<file path="src/sv/tpcs_pkg.sv">
// Shared types and constants for the timer prescaler and compare select unit.
package tpcs_pkg;

  // Field widths
  localparam int unsigned DATA_W = 32;
  localparam int unsigned CMP_W  = 8;
  localparam int unsigned SEL_W  = 3;

  // Counter range of the timer (count must lie in 1..COUNTER_STEPS)
  localparam int unsigned COUNTER_STEPS = 256;

  // Clock register reset value
  localparam logic [DATA_W-1:0] CPU_CLOCK_RESET = DATA_W'(16000000);

  // Divider: one quotient bit per cycle
  localparam int unsigned DIV_STEPS = DATA_W;
  localparam int unsigned CNT_W     = $clog2(DIV_STEPS);

  // Prescalers are all powers of two: 1, 8, 32, 64, 128, 256, 1024
  localparam int unsigned NUM_PRESC = 7;
  localparam int unsigned PRESC_SHIFT [NUM_PRESC] = '{0, 3, 5, 6, 7, 8, 10};

  // Clock-select code for "no prescaler fits"; code i+1 selects entry i
  localparam logic [SEL_W-1:0] CS_NONE = SEL_W'(0);

  // Divider status toward the controller
  typedef struct packed {
    logic busy;
    logic done;
  } div_status_t;

  // One result
  typedef struct packed {
    logic             found;
    logic [CMP_W-1:0] compare_value;
    logic [SEL_W-1:0] clock_select;
  } res_t;

endpackage

</file>
<file path="src/sv/tpcs_if.sv">
// Request and result channel interfaces.
interface tpcs_req_if;
  logic                         valid;
  logic                         ready;
  logic [tpcs_pkg::DATA_W-1:0]  target_hz;

  modport source (output valid, output target_hz, input ready);
  modport sink   (input valid, input target_hz, output ready);
endinterface

interface tpcs_rsp_if;
  logic                         valid;
  logic                         ready;
  logic                         found;
  logic [tpcs_pkg::CMP_W-1:0]   compare_value;
  logic [tpcs_pkg::SEL_W-1:0]   clock_select;

  modport source (output valid, output found, output compare_value, output clock_select,
                  input ready);
  modport sink   (input valid, input found, input compare_value, input clock_select,
                  output ready);
endinterface

</file>
<file path="src/sv/tpcs_div.sv">
// Bit-serial restoring divider: one quotient bit per cycle.
module tpcs_div (
  input  logic                         clk,
  input  logic                         rst,
  input  logic                         start,
  input  logic [tpcs_pkg::DATA_W-1:0]  dividend,
  input  logic [tpcs_pkg::DATA_W-1:0]  divisor,
  output tpcs_pkg::div_status_t        status,
  output logic [tpcs_pkg::DATA_W-1:0]  quotient
);

  logic [tpcs_pkg::DATA_W-1:0] rem;
  logic [tpcs_pkg::DATA_W-1:0] quo;
  logic [tpcs_pkg::DATA_W-1:0] dvs;
  logic [tpcs_pkg::CNT_W-1:0]  cnt;
  logic                        busy;
  logic                        done;

  logic [tpcs_pkg::DATA_W:0]   trial;
  logic [tpcs_pkg::DATA_W:0]   diff;
  logic                        fits;

  // Trial subtract of the shifted partial remainder
  always_comb begin
    trial = {rem, quo[tpcs_pkg::DATA_W-1]};
    diff  = trial - {1'b0, dvs};
    fits  = (trial >= {1'b0, dvs});
  end

  // Dividend shifts out of quo while quotient bits shift in
  always_ff @(posedge clk) begin
    if (rst) begin
      busy <= 1'b0;
      done <= 1'b0;
    end else begin
      done <= 1'b0;
      if (start) begin
        rem  <= '0;
        quo  <= dividend;
        dvs  <= divisor;
        cnt  <= tpcs_pkg::CNT_W'(tpcs_pkg::DIV_STEPS - 1);
        busy <= 1'b1;
      end else if (busy) begin
        rem <= fits ? diff[tpcs_pkg::DATA_W-1:0] : trial[tpcs_pkg::DATA_W-1:0];
        quo <= {quo[tpcs_pkg::DATA_W-2:0], fits};
        if (cnt == '0) begin
          busy <= 1'b0;
          done <= 1'b1;
        end else begin
          cnt <= cnt - 1'b1;
        end
      end
    end
  end

  assign status.busy = busy;
  assign status.done = done;
  assign quotient    = quo;

endmodule

</file>
<file path="src/sv/tpcs_sel.sv">
// Prescaler pick: first power-of-two shift of the quotient that lands in range.
module tpcs_sel (
  input  logic [tpcs_pkg::DATA_W-1:0] quotient,
  input  logic                        zero_target,
  output tpcs_pkg::res_t              res
);

  logic [tpcs_pkg::DATA_W-1:0] count [tpcs_pkg::NUM_PRESC];
  logic [tpcs_pkg::NUM_PRESC-1:0] hit;

  // clk / (p * f) == (clk / f) >> log2(p) for power-of-two p
  always_comb begin
    for (int i = 0; i < tpcs_pkg::NUM_PRESC; i++) begin
      count[i] = quotient >> tpcs_pkg::PRESC_SHIFT[i];
      hit[i]   = (count[i] != '0) &&
                 ({1'b0, count[i]} <= (tpcs_pkg::DATA_W+1)'(tpcs_pkg::COUNTER_STEPS));
    end
  end

  // Lowest prescaler wins: scan from the top so earlier entries override
  always_comb begin
    res.found         = 1'b0;
    res.compare_value = '0;
    res.clock_select  = tpcs_pkg::CS_NONE;
    if (!zero_target) begin
      for (int i = tpcs_pkg::NUM_PRESC - 1; i >= 0; i--) begin
        if (hit[i]) begin
          res.found         = 1'b1;
          res.compare_value = tpcs_pkg::CMP_W'(count[i] - tpcs_pkg::DATA_W'(1));
          res.clock_select  = tpcs_pkg::SEL_W'(i + 1);
        end
      end
    end
  end

endmodule

</file>
<file path="src/sv/timer_prescaler_compare_select_unit.sv">
// Top level: CTC prescaler and compare value selection from a requested tick rate.
//
// Usage:
//   cfg_wr_en / cfg_wr_data write the CPU clock in hertz (reset 16000000).
//   Write it only while no request is in flight.
//   req carries target_hz; rsp returns found, compare_value and clock_select.
//   A zero target, or no prescaler giving a count of 1..256, returns all zeros.
// Timing:
//   One request at a time. After acceptance the bit-serial divider forms
//   cpu_clock_hz / target_hz, one quotient bit per cycle; the prescaler pick
//   then works on that quotient by fixed shifts. The result passes through
//   the hold state into the output register, and req.ready returns in the
//   same cycle as the result is loaded.
// Reset:
//   rst (synchronous, active high) empties the output register, stops the
//   divider and restores the clock register.
// Stall:
//   A result waits in the output register until rsp.ready; a finished
//   quotient is held until the register frees, and no new request is taken.
module timer_prescaler_compare_select_unit (
  input  logic                        clk,
  input  logic                        rst,
  input  logic                        cfg_wr_en,
  input  logic [tpcs_pkg::DATA_W-1:0] cfg_wr_data,
  tpcs_req_if.sink                    req,
  tpcs_rsp_if.source                  rsp
);

  typedef enum logic [1:0] {
    S_IDLE,
    S_RUN,
    S_HOLD
  } state_t;

  state_t                      state;
  logic [tpcs_pkg::DATA_W-1:0] cpu_clock_hz;
  logic                        zero_target;
  logic                        rsp_valid;
  tpcs_pkg::res_t              res;

  logic                        accept;
  logic                        load_res;
  tpcs_pkg::div_status_t       div_stat;
  logic [tpcs_pkg::DATA_W-1:0] quotient;
  tpcs_pkg::res_t              sel_res;

  // Clock register
  always_ff @(posedge clk) begin
    if (rst) begin
      cpu_clock_hz <= tpcs_pkg::CPU_CLOCK_RESET;
    end else if (cfg_wr_en) begin
      cpu_clock_hz <= cfg_wr_data;
    end
  end

  assign req.ready = (state == S_IDLE);
  assign accept    = req.valid && req.ready;

  // Finished result moves into the output register once it is free
  assign load_res  = (state == S_HOLD) && (!rsp_valid || rsp.ready);

  tpcs_div u_div (
    .clk      (clk),
    .rst      (rst),
    .start    (accept),
    .dividend (cpu_clock_hz),
    .divisor  (req.target_hz),
    .status   (div_stat),
    .quotient (quotient)
  );

  tpcs_sel u_sel (
    .quotient    (quotient),
    .zero_target (zero_target),
    .res         (sel_res)
  );

  // Request sequencing and output register
  always_ff @(posedge clk) begin
    if (rst) begin
      state     <= S_IDLE;
      rsp_valid <= 1'b0;
    end else begin
      if (load_res) begin
        rsp_valid <= 1'b1;
      end else if (rsp_valid && rsp.ready) begin
        rsp_valid <= 1'b0;
      end
      unique case (state)
        S_IDLE: begin
          if (accept) begin
            zero_target <= (req.target_hz == '0);
            state       <= S_RUN;
          end
        end
        S_RUN: begin
          if (div_stat.done) begin
            state <= S_HOLD;
          end
        end
        S_HOLD: begin
          if (load_res) begin
            res   <= sel_res;
            state <= S_IDLE;
          end
        end
        default: begin
          state <= S_IDLE;
        end
      endcase
    end
  end

  assign rsp.valid         = rsp_valid;
  assign rsp.found         = res.found;
  assign rsp.compare_value = res.compare_value;
  assign rsp.clock_select  = res.clock_select;

  // Checks
  a_start_busy: assert property (@(posedge clk) disable iff (rst)
    accept |=> div_stat.busy)
    else $error("divider not running after request accepted");

  a_done_in_run: assert property (@(posedge clk) disable iff (rst)
    div_stat.done |-> (state == S_RUN))
    else $error("divider finished outside run state");

  a_busy_no_ready: assert property (@(posedge clk) disable iff (rst)
    div_stat.busy |-> !req.ready)
    else $error("request ready while divider busy");

  a_found_code: assert property (@(posedge clk) disable iff (rst)
    rsp.valid |-> (rsp.found == (rsp.clock_select != tpcs_pkg::CS_NONE)))
    else $error("found flag disagrees with clock select");

  a_miss_zero: assert property (@(posedge clk) disable iff (rst)
    (rsp.valid && !rsp.found) |-> (rsp.compare_value == '0))
    else $error("nonzero compare value without a fit");

endmodule

</file>
<file path="src/flat_wrapper.sv">
// flat-port wrapper written by rule: the top's interface ports become plain ports
module timer_prescaler_compare_select_unit_flat 
  (clk, rst, cfg_wr_en, cfg_wr_data, req_valid, req_target_hz, req_ready, rsp_valid, rsp_found, rsp_compare_value, rsp_clock_select, rsp_ready);
  tpcs_req_if req_i ();
  tpcs_rsp_if rsp_i ();
  input  logic clk;
  input  logic rst;
  input  logic cfg_wr_en;
  input  logic [tpcs_pkg::DATA_W-1:0] cfg_wr_data;
  input wire logic [$bits(req_i.valid)-1:0] req_valid;
  input wire logic [$bits(req_i.target_hz)-1:0] req_target_hz;
  output wire logic [$bits(req_i.ready)-1:0] req_ready;
  output wire logic [$bits(rsp_i.valid)-1:0] rsp_valid;
  output wire logic [$bits(rsp_i.found)-1:0] rsp_found;
  output wire logic [$bits(rsp_i.compare_value)-1:0] rsp_compare_value;
  output wire logic [$bits(rsp_i.clock_select)-1:0] rsp_clock_select;
  input wire logic [$bits(rsp_i.ready)-1:0] rsp_ready;
  assign req_i.valid = req_valid;
  assign req_i.target_hz = req_target_hz;
  assign req_ready = req_i.ready;
  assign rsp_valid = rsp_i.valid;
  assign rsp_found = rsp_i.found;
  assign rsp_compare_value = rsp_i.compare_value;
  assign rsp_clock_select = rsp_i.clock_select;
  assign rsp_i.ready = rsp_ready;
  timer_prescaler_compare_select_unit u_core (.clk(clk), .rst(rst), .cfg_wr_en(cfg_wr_en), .cfg_wr_data(cfg_wr_data), .req(req_i), .rsp(rsp_i));
endmodule
</file>
<file path="config.mk">
export PLATFORM = sky130hd
export DESIGN_NAME = timer_prescaler_compare_select_unit_flat
export DESIGN_NICKNAME = d
export VERILOG_FILES = /design/src/sv/tpcs_pkg.sv /design/src/sv/tpcs_if.sv /design/src/sv/tpcs_div.sv /design/src/sv/tpcs_sel.sv /design/src/sv/timer_prescaler_compare_select_unit.sv /design/src/flat_wrapper.sv
export SDC_FILE = /design/constraint.sdc
export NUM_CORES = 1
export LEC_CHECK = 0
export CORE_MARGIN = 8
export CORE_UTILIZATION = 59
export DETAILED_ROUTE_END_ITERATION = 8
export DONT_BUFFER_PORTS = 1
export HOLD_SLACK_MARGIN = 0.15
export PLACE_DENSITY = 0.79
export SYNTH_ARGS = -nofsm -noshare
export SYNTH_HDL_FRONTEND = slang
export SYNTH_SLANG_ARGS = --single-unit
</file>
<file path="constraint.sdc">
create_clock -name clk -period 4.9 [get_ports clk]
set_input_delay 0.49 -clock clk [delete_from_list [all_inputs] [get_ports clk]]
set_output_delay 0.49 -clock clk [all_outputs]
set_load 0.05 [all_outputs]
</file>
After elaboration in Yosys (flattened, before gate mapping) --
Index checks and enable logic that the tools add are counted.
Operators by class: $add $sub $neg 9, magnitude comparators 8, equality and inequality tests 6, multiplexer cells 23, bitwise logic cells 2, reduce and logical (&&, ||, !) cells 33
Operators with widths (count):
- nonzero test 32 bit | 7
- 2-to-1 mux 32 bit | 4
- 2-to-1 mux 12 bit | 7
- subtractor 8 x 1 -> 8 bit, second input constant | 7
- greater-or-equal comparator 33 x 32 -> 1 bit | 1
- <= comparator 32 x 9 -> 1 bit, second input constant | 1
- logical NOT 32 bit | 1
- subtractor 32 bit | 1
- <= comparator 29 x 9 -> 1 bit, second input constant | 1
- <= comparator 27 x 9 -> 1 bit, second input constant | 1
- <= comparator 26 x 9 -> 1 bit, second input constant | 1
- <= comparator 25 x 9 -> 1 bit, second input constant | 1
- <= comparator 24 x 9 -> 1 bit, second input constant | 1
- <= comparator 22 x 9 -> 1 bit, second input constant | 1
- AND reduction 3 bit | 4
- logical AND 1 bit | 10
- 2-to-1 mux 5 bit | 2
- 2-to-1 mux 1 bit | 6
- 2-to-1 mux 2 bit | 3
- case mux 2 bit (3 select lines) | 1
- logical NOT 5 bit | 1
- subtractor 5 x 1 -> 5 bit, second input constant | 1
- != test 2 x 1 -> 1 bit, second input constant | 2
- != test 2 bit, second input constant | 2
- other kinds (11) | 14
Storage, ports and cells: register bits after elaboration 151, output and inout port bits 14

Longest topological paths before layout --
Gate-level depths: netlist (run 1).
depth in word-level cells 9, depth in mapped cells 14

Hierarchy --
Synthesis (run 1) repeated with hierarchy kept, for this count alone.
Unflattened totals: cells, all modules 926, area total of the unflattened synthesis 9439.1 um2
Modules (own cells, without submodules):
- tpcs_div | times used 1, cells each 525, area an instance 5982.0 um2, seq. area each 3072.9 um2
- timer_prescaler_compare_select_unit | times used 1, cells each 143, area an instance 1774.2 um2, seq. area each 1091.0 um2
- tpcs_sel | times used 1, cells each 258, area an instance 1682.9 um2, seq. area each 0.0 um2

Worst setup path after synthesis (run 1) --
No wires, ideal clock.
path kind register to register, from register u_core.state[0], to register u_core.u_div.quo, in the netlist u_core.u_div.quotient[0] (enable), arrival time 4.247 ns, path slack 0.167 ns, cell stages (with the launch flop) 6, path buffers 1, path through dfxtp_1 nor2_1 and2_1 clkbuf_1 nor2_1 nor2_1
On the way: cells in the longest elaborated chain, start to end 4
RTL lines:
- start: declaration | line timer_prescaler_compare_select_unit.sv:35 | state_t state;
- start signal: assignment | line timer_prescaler_compare_select_unit.sv:81 | state <= S_IDLE;
- start signal: assignment | line timer_prescaler_compare_select_unit.sv:93 | state <= S_RUN;
- start signal: assignment | line timer_prescaler_compare_select_unit.sv:98 | state <= S_HOLD;
- logical NOT 2 bit | line timer_prescaler_compare_select_unit.sv:56 | assign req.ready = (state == S_IDLE);
- net req_ready | line flat_wrapper.sv:12 | output wire logic [$bits(req_i.ready)-1:0] req_ready;
- logical AND 1 bit | line timer_prescaler_compare_select_unit.sv:57 | assign accept = req.valid && req.ready;
- nonzero test 2 bit (no source line)
- AND reduction 2 bit (no source line)
- end signal: assignment | line tpcs_div.sv:39 | quo <= dividend;
- end signal: assignment | line tpcs_div.sv:45 | quo <= {quo[tpcs_pkg::DATA_W-2:0], fits};
- end: declaration | line tpcs_div.sv:13 | logic [tpcs_pkg::DATA_W-1:0] quo;
The timed path passes the listed nets, and every way through them passes these cells. A chain may end at the register's enable or synchronous reset.

Worst setup path after layout (run 1) --
from register u_core.u_div.quo, in the netlist u_core.u_div.quotient[10], to register u_core.res, in the netlist u_core.rsp.compare_value[4] (data pin)
On the way: cells in the longest elaborated chain, start to end 9, elaborated cells between the ends (all ways) 32, classes of those cells add/sub: 4; order compare: 7; mux: 7; reduce/logical: 14
RTL lines:
- <= comparator 22 x 9 -> 1 bit / nonzero test 32 bit (equally long branches) | line tpcs_sel.sv:16, tpcs_sel.sv:15
- logical AND 1 bit | line tpcs_sel.sv:15 | hit[i] = (count[i] != '0) &&
- 2-to-1 mux 12 bit (6 in series) | line tpcs_sel.sv:27 | if (hit[i]) begin
- 2-to-1 mux 12 bit * | line tpcs_sel.sv:27
- end signal: assignment | line timer_prescaler_compare_select_unit.sv:103 | res <= sel_res;
- end: declaration | line timer_prescaler_compare_select_unit.sv:39 | tpcs_pkg::res_t res;
Every way passes the cells marked *; elsewhere a longest branch is shown, timed or not.

==> results of run 1 <==
## metrics by stage
| step | setup slack, ns | total power, W | hold slack (ns) | utilization | area, um^2 |
|---|---|---|---|---|---|
| after global routing | 0.801 | 0.00358 | 0.156 | 0.671 | 10200 |
| after CTS | 1.12 | 0.00343 | 0.150 | 0.663 | 10000 |
| after floorplan | 0.167 | 0.00202 | 0.430 | - | 9120 |
| final | 1.06 | 0.00345 | 0.158 | 0.671 | 10200 |
| after global placement | 1.13 | 0.00213 | 0.461 | 0.610 | 9240 |
| after detailed placement | 1.13 | 0.00214 | 0.452 | 0.610 | 9240 |
## layer usage
metal | vias up | global-route usage | wire length, um
met5 | - | 0 | 0
met4 | 0 | 0.0714 | 399
met3 | 29 | 0.0622 | 1760
met2 | 289 | 0.332 | 10100
met1 | 3442 | 0.319 | 10400
li1 | 3485 | - | -
## area by class of cell
type / instances / area, um^2 / area share
clock buffer: 20 / 467 / 0.0459
clock inverter: 12 / 104 / 0.0102
inverter: 62 / 233 / 0.0229
multi-input combinational: 696 / 4520 / 0.445
sequential: 151 / 4160 / 0.410
tap: 188 / 235 / 0.0232
timing repair buffer: 46 / 433 / 0.0426
## report_power, final
group | switching, W | internal [W]
Sequential | 0.0000601 | 0.00148
Combinational | 0.000363 | 0.000255
Clock | 0.000580 | 0.000707
## what timing repair did
action | CTS | global route
setup endpoints to repair | 0 | 0
endpoints found under the hold margin | 52 | 13
hold buffers | 24 | 11
## critical path: cells and delay by family (launching register included)
family	cells	cell delay [ns]
buf+inv	1	0.25
compound gates	5	1.07
flops	1	0.59
simple gates	4	1.50
fa+ha+maj	1	0.29
## worst min path at each step
stage | start | slack (ns) | cells after the start | endpoint
detailed placement | u_core.u_div.done | 0.45 | 1 | u_core.state[0]
global placement | u_core.state[1] | 0.46 | 1 | u_core.state[0]
CTS | req_target_hz[9] | 0.15 | 0 | u_core.u_div.dvs[9]
floorplan | u_core.u_div.done | 0.43 | 1 | u_core.state[0]
finish | rst | 0.16 | 1 | u_core.cpu_clock_hz[22]
global route | rst | 0.16 | 1 | u_core.cpu_clock_hz[22]
## synth_stat cells, types with 3 or more instances
cell type and number:
a21oi_1 48, edfxtp_1 114, nand4_1 10, nor3_1 24
o221ai_1 7, a221o_1 3, buf_2 3, clkbuf_1 44
xor2_1 25, a21o_1 15, a311oi_1 3, ha_1 45
a211oi_1 14, a211o_1 7, o31ai_1 3, and3_1 4
nand3_1 31, o21ai_0 30, nand2_1 130, nand2b_1 9
nor2_1 89, mux2i_1 38, xnor2_1 45, and2_1 4
o2111ai_1 3, nor4_1 16, o21bai_1 6, nor2b_1 10
o211ai_1 8, inv_1 62, dfxtp_1 37, o22ai_1 8
a31oi_1 15, or2_2 3
## layout by cell type (no fill, tap or decap), types with 17 or more instances in the layout
cell type	n
xor2_1	25
dfxtp_1	37
clkbuf_16	17
mux2i_1	38
dlygate4sd3_1	35
inv_1	62
edfxtp_1	114
ha_1	45
xnor2_1	45
nor3_1	24
nor2_1	87
a21oi_1	48
o21ai_0	30
nand3_1	31
nand2_1	130
## logic make-up (layout without fill, tap and decap cells)
logic type | after synthesis | count (layout) | share of synthesized area
AO/OA/AOI/OAI | 196 | 196 | 0.148
XOR/XNOR | 70 | 70 | 0.0673
adder cells (fa/ha/maj) | 46 | 46 | 0.0640
buffers and inverters | 114 | 140 | 0.0490
flip-flops | 151 | 151 | 0.457
multiplexers | 38 | 38 | 0.0417
AND/OR/NAND/NOR | 346 | 346 | 0.173
## sequential cells by signal, indices dropped and copies added (netlist names)
| name | flops |
|---|---|
| u_core.rsp.clock_select | 3 |
| u_core.u_div.rem | 32 |
| u_core.zero_target | 1 |
| u_core.u_div.quotient | 32 |
| u_core.rsp.compare_value | 8 |
| u_core.cpu_clock_hz | 32 |
| u_core.u_div.busy | 1 |
| u_core.rsp.found | 1 |
| u_core.u_div.dvs | 32 |
| u_core.u_div.done | 1 |
| u_core.u_div.cnt | 5 |
| u_core.state | 2 |
| u_core.rsp.valid | 1 |
==> results by group, run 1 <==
Outcome
  • Status: completed

Floorplanning
  • CORE AREA: about 15,000 um^2
  • FP Rows: 45
  • Die Wd: about 140 um
  • Starting density of the core: 0.602
  • I/O pin count: between 80 and 90
  • Die height: roughly 140 um
  • Die area: roughly 20,000 um^2

Global route
  • Vias in the first global route: approximately 6.6k
  • Number of antenna violations at the first check in global routing: 0
  • GRT Util Overall: 0.227
  • Grt total ovfl: 0
  • Largest net degree at the start of global routing: roughly 70
  • First-pass GRT wire length: between 30,000 and 40,000 um

Route
  • DR WL/cell: 19.2 um
  • TritonRoute pass-1 iters: 5
  • DR iter-0 viols: approximately 760
  • DRT Wirelength: between 20,000 and 25,000 um
  • DRC errors left: 0
  • Post-DRT Antenna Nets: 0
  • Vias per cell: between 6 and 7
  • Vias after detailed routing: between 7k and 8k

Finish
  • Layout net count: between 1k and 1.5k
  • Ant diodes: 0
  • Finished Layout Cells: 1,175
  • Synth-to-layout area growth: 11.4%
  • Fill count: around 1.1k
  • Layout cell share with drive strength beyond 1: 0.0588

Critical path
  • Worst Path Required: between 5 and 6 ns
  • Worst R2R Setup Slack: 1.06 ns
  • Critical path cell sequence: inv_1, ha_1, or3b_1, nor4_1, a2111oi_0, or2_1, o221ai_1, o2111ai_1, a311oi_1, a21oi_1, nor2_1
  • Slowest CP cell: edfxtp_1
  • Crit Path Category: reg2reg
  • Worst path max stage delay: 0.59 ns
  • Max FO, Critical Path: 10
  • R2r startpoint: u_core.u_div.quotient[10]
  • Worst setup EP type: register
  • Critical Path Sink: u_core.rsp.compare_value[4]
  • CP Data Arrival Time: ~4.1 ns
  • R2R Path End: u_core.rsp.compare_value[4]
  • Critical Path Start: u_core.u_div.quotient[10]
  • Worst r2r path cells: 11
  • Crit path launch type: register

Timing
  • Crit share post-route: 0.784
  • RSZ-0062 raised after global routing: false
  • Worst slew pin tran: 1.14 ns
  • Setup violations, final: 0
  • Final min period: 3.84 ns
  • Final Skew: a little over 0.008 ns
  • Max-slew headroom: 0.235
  • Count of pins over their slew limit: 0
  • Final hold viol count: 0
  • Fmax: 260 MHz
  • Setup TNS: 0 ns

Placement
  • DP Cell Count: ~1.1k
  • Hpwl dp: approximately 15,000 um
  • GPL Wtd Cong: between 0.9 and 1
  • I/O Buffers: 0

Clocking
  • Reg clk slew, reported paths: 0.07 ns
  • Post-CTS sizing: 0
  • Clock Tree Buf Depth: 2
  • Worst skew pair latency: around 0.43 ns
  • CTS root buffer: clkbuf_16
  • Post-CTS Setup Repair Bufs: 0
  • Clock sink count: between 150 and 200
  • H-Tree Depth: 4
  • CTS tree: done
  • Total CTS buffers: 17

Min path
  • HP Class: in2reg

Yosys
  • Synth area leader: edfxtp_1
  • Post-synthesis sequential area ratio: 0.457
  • Yosys top cell area share: 0.376
  • Main synth FF type: edfxtp_1
  • Synth Warn #: 0
  • Unique masters post-synth: 69
  • Fraction of registers with async set/reset: 0
  • Post-Syn Instances: 961
  • Mapped Area: approximately 9100 um^2
  • Syn_area_per_cell: about 9.5 um^2
  • Post-synth EDFFs: between 100 and 150
  • #FFs+latches synth: ~150
  • Top cells by area, synth: edfxtp_1 38%, dfxtp_1 8.1%, ha_1 6.2%
  • Mapped Nets: roughly 1.1k

Pwr
  • Peak supply drop: 263 uV
  • P_leak: approximately 4.0 nW
  • Power Density: roughly 340 nW/um^2

Job
  • Max-Cap Viols: 0
(Power assumes the default switching activity.)
==> run 2: changes to the inputs <==
Clock period 4.9 ns to 3.62 ns, I/O delays scaled along.
==> run 2 against run 1 <==
Sequential share of layout area shrank 2.9 points. Largest power group unchanged. Register-to-register slack lost 0.97 ns. Die area is the same.
==> results by group, run 2 (synthesized netlist as in run 1, its figures left out) <==
Route
  • WL met2: approximately 12,000 um
  • DR WL/cell: 20.1 um
  • Met3 wire length: 1900 um
  • Post-DRT Antenna Nets: 0
  • Vias after detailed routing: between 7k and 8k
  • Vias per cell: between 6 and 7
  • DRT Wirelength: ~25,000 um
  • DR iter-0 viols: ~940
  • TritonRoute pass-1 iters: 6
  • Met1 WL: ~11,000 um
  • DRC errors left: 0
  • Max layer used: met4

Pwr
  • Combinational group share of total power: 0.196
  • Int Pwr: 0.00345 W
  • Clk network pwr share: 0.371
  • Peak supply drop: around 330 uV
  • Psw: 0.00137 W
  • Tot Pwr: between 0.004 and 0.005 W
  • Power Density: between 400 and 500 nW/um^2
  • Sequential power share: 0.433
  • P_leak: 4.33 nW
  • Switch share: 0.284

Critical path
  • Worst R2R Setup Slack: just under 0.09 ns
  • R2R Path End: u_core.rsp.compare_value[2]
  • R2r startpoint: u_core.u_div.quotient[19]
  • CP Data Arrival Time: 3.77 ns
  • Worst r2r path cells: 9
  • Crit Path Category: reg2reg
  • Crit path launch type: register
  • Critical Path Start: u_core.u_div.quotient[19]
  • Worst Path Required: about 3.9 ns
  • Worst setup EP type: register
  • Max FO, Critical Path: 11

Placement
  • Placed cell areas: 9350 um^2
  • I/O Buffers: 0
  • GPL Wtd Cong: roughly 0.95
  • DP Cell Count: between 1k and 1.5k
  • Hpwl dp: 16,000 um

Finish
  • Fin area: between 10,000 and 15,000 um^2
  • Commonest cells after routing, fill and taps aside: 130 x nand2_1, 114 x edfxtp_1, 96 x dlygate4sd3_1, 87 x nor2_1, 62 x inv_1
  • Finished Layout Cells: between 1k and 1.5k
  • Layout cell share with drive strength beyond 1: 0.0659
  • Layout net count: roughly 1.2k
  • Synth-to-layout area growth: 19.8%
  • Ant diodes: 0
  • Most common cell after layout, fill and taps aside: nand2_1

Clocking
  • CTS Hold Bufs: 97
  • CTS tree: done
  • Reg clk slew, reported paths: roughly 0.070 ns
  • Post-CTS Setup Repair Bufs: 0
  • Post-CTS sizing: 0
  • Clock sink count: ~150
  • Total CTS buffers: 17
  • H-Tree Depth: 4
  • Worst skew pair latency: between 0.4 and 0.5 ns
  • CTS root buffer: clkbuf_16
  • Clock Tree Buf Depth: 2

Timing
  • RSZ-0062 raised after global routing: false
  • Worst slew pin tran: 1.11 ns
  • Setup violations, final: 0
  • Max-slew headroom: 0.255
  • Hold WS: between 0.15 and 0.2 ns
  • Final hold viol count: 0
  • Setup TNS: 0 ns
  • Final Skew: 0.00962 ns
  • Count of pins over their slew limit: 0
  • Final min period: 3.53 ns
  • Fmax: roughly 280 MHz
  • Crit share post-route: 0.976

Job
  • Max-Cap Viols: 0

Floorplanning
  • Die area: 19,700 um^2
  • FP Rows: 45
  • CORE AREA: 15,100 um^2
  • I/O pin count: 83
  • Starting density of the core: 0.602
  • Die height: 140 um
  • Die Wd: roughly 140 um

Global route
  • GRT Util Overall: 0.255
  • Vias in the first global route: 7,544
  • Grt total ovfl: 0
  • Number of antenna violations at the first check in global routing: 0
  • First-pass GRT wire length: roughly 40,000 um
  • Largest net degree at the start of global routing: between 70 and 80

Outcome
  • Status: completed

Min path
  • Hold Crit Start: rsp_ready
  • HP Class: in2reg
  • Hold Crit Depth: 2
  • Hold path endpoint: u_core.rsp.valid
run 2: worst max-delay path by stage:
stage / end / slack, ns / depth (start not counted)
2_1_floorplan: u_core.u_div.dvs[0] / 0.18 / 4
3_3_place_gp: u_core.rsp.compare_value[4] / 0.42 / 9
3_5_place_dp: u_core.rsp.compare_value[2] / 0.31 / 10
4_1_cts: u_core.rsp.compare_value[2] / 0.29 / 10
5_1_grt: u_core.rsp.compare_value[2] / 0.02 / 10
6_report: u_core.rsp.compare_value[2] / 0.09 / 9
run 2: area by class of cell:
cell class	count	area [um^2]
Tap cell	188	235
Timing Repair Buffer	121	1170
Sequential cell	151	4160
Inverter	62	233
Clock buffer	22	518
Multi-Input combinational cell	696	4520
Clock inverter	10	78.8
Fill cell	1018	4220
run 2: metrics by stage:
stage,setup WS (ns),util
2_1_floorplan,0.178,-
3_3_place_gp,0.422,0.617
3_5_place_dp,0.308,0.617
4_1_cts,0.291,0.721
5_1_grt,0.0159,0.721
6_report,0.0870,0.721
run 2: power groups by stage:
stage | sequential, W | combinational, W | clock, W
final | 0.00209 | 0.000945 | 0.00179
after global routing | 0.00209 | 0.00104 | 0.00186
after CTS | 0.00208 | 0.000917 | 0.00179
after detailed placement | 0.00212 | 0.000802 | 0
after global placement | 0.00211 | 0.000792 | 0
after floorplan | 0.00208 | 0.000651 | 0
run 2: metal layers:
metal	up-vias	track usage
li1	3638	-
met1	3668	0.338
met2	384	0.404
met3	53	0.0578
met4	0	0.0891
met5	-	0
run 2: critical path, cell delays in order (launching register included):
cell	delay [ns]
edfxtp_1	0.44
nor4_1	0.48
nand4_1	0.28
or4_4	0.51
or3_1	0.47
or2_1	0.43
nand2_2	0.18
a31oi_1	0.05
o211a_1	0.13
a2111oi_2	0.35
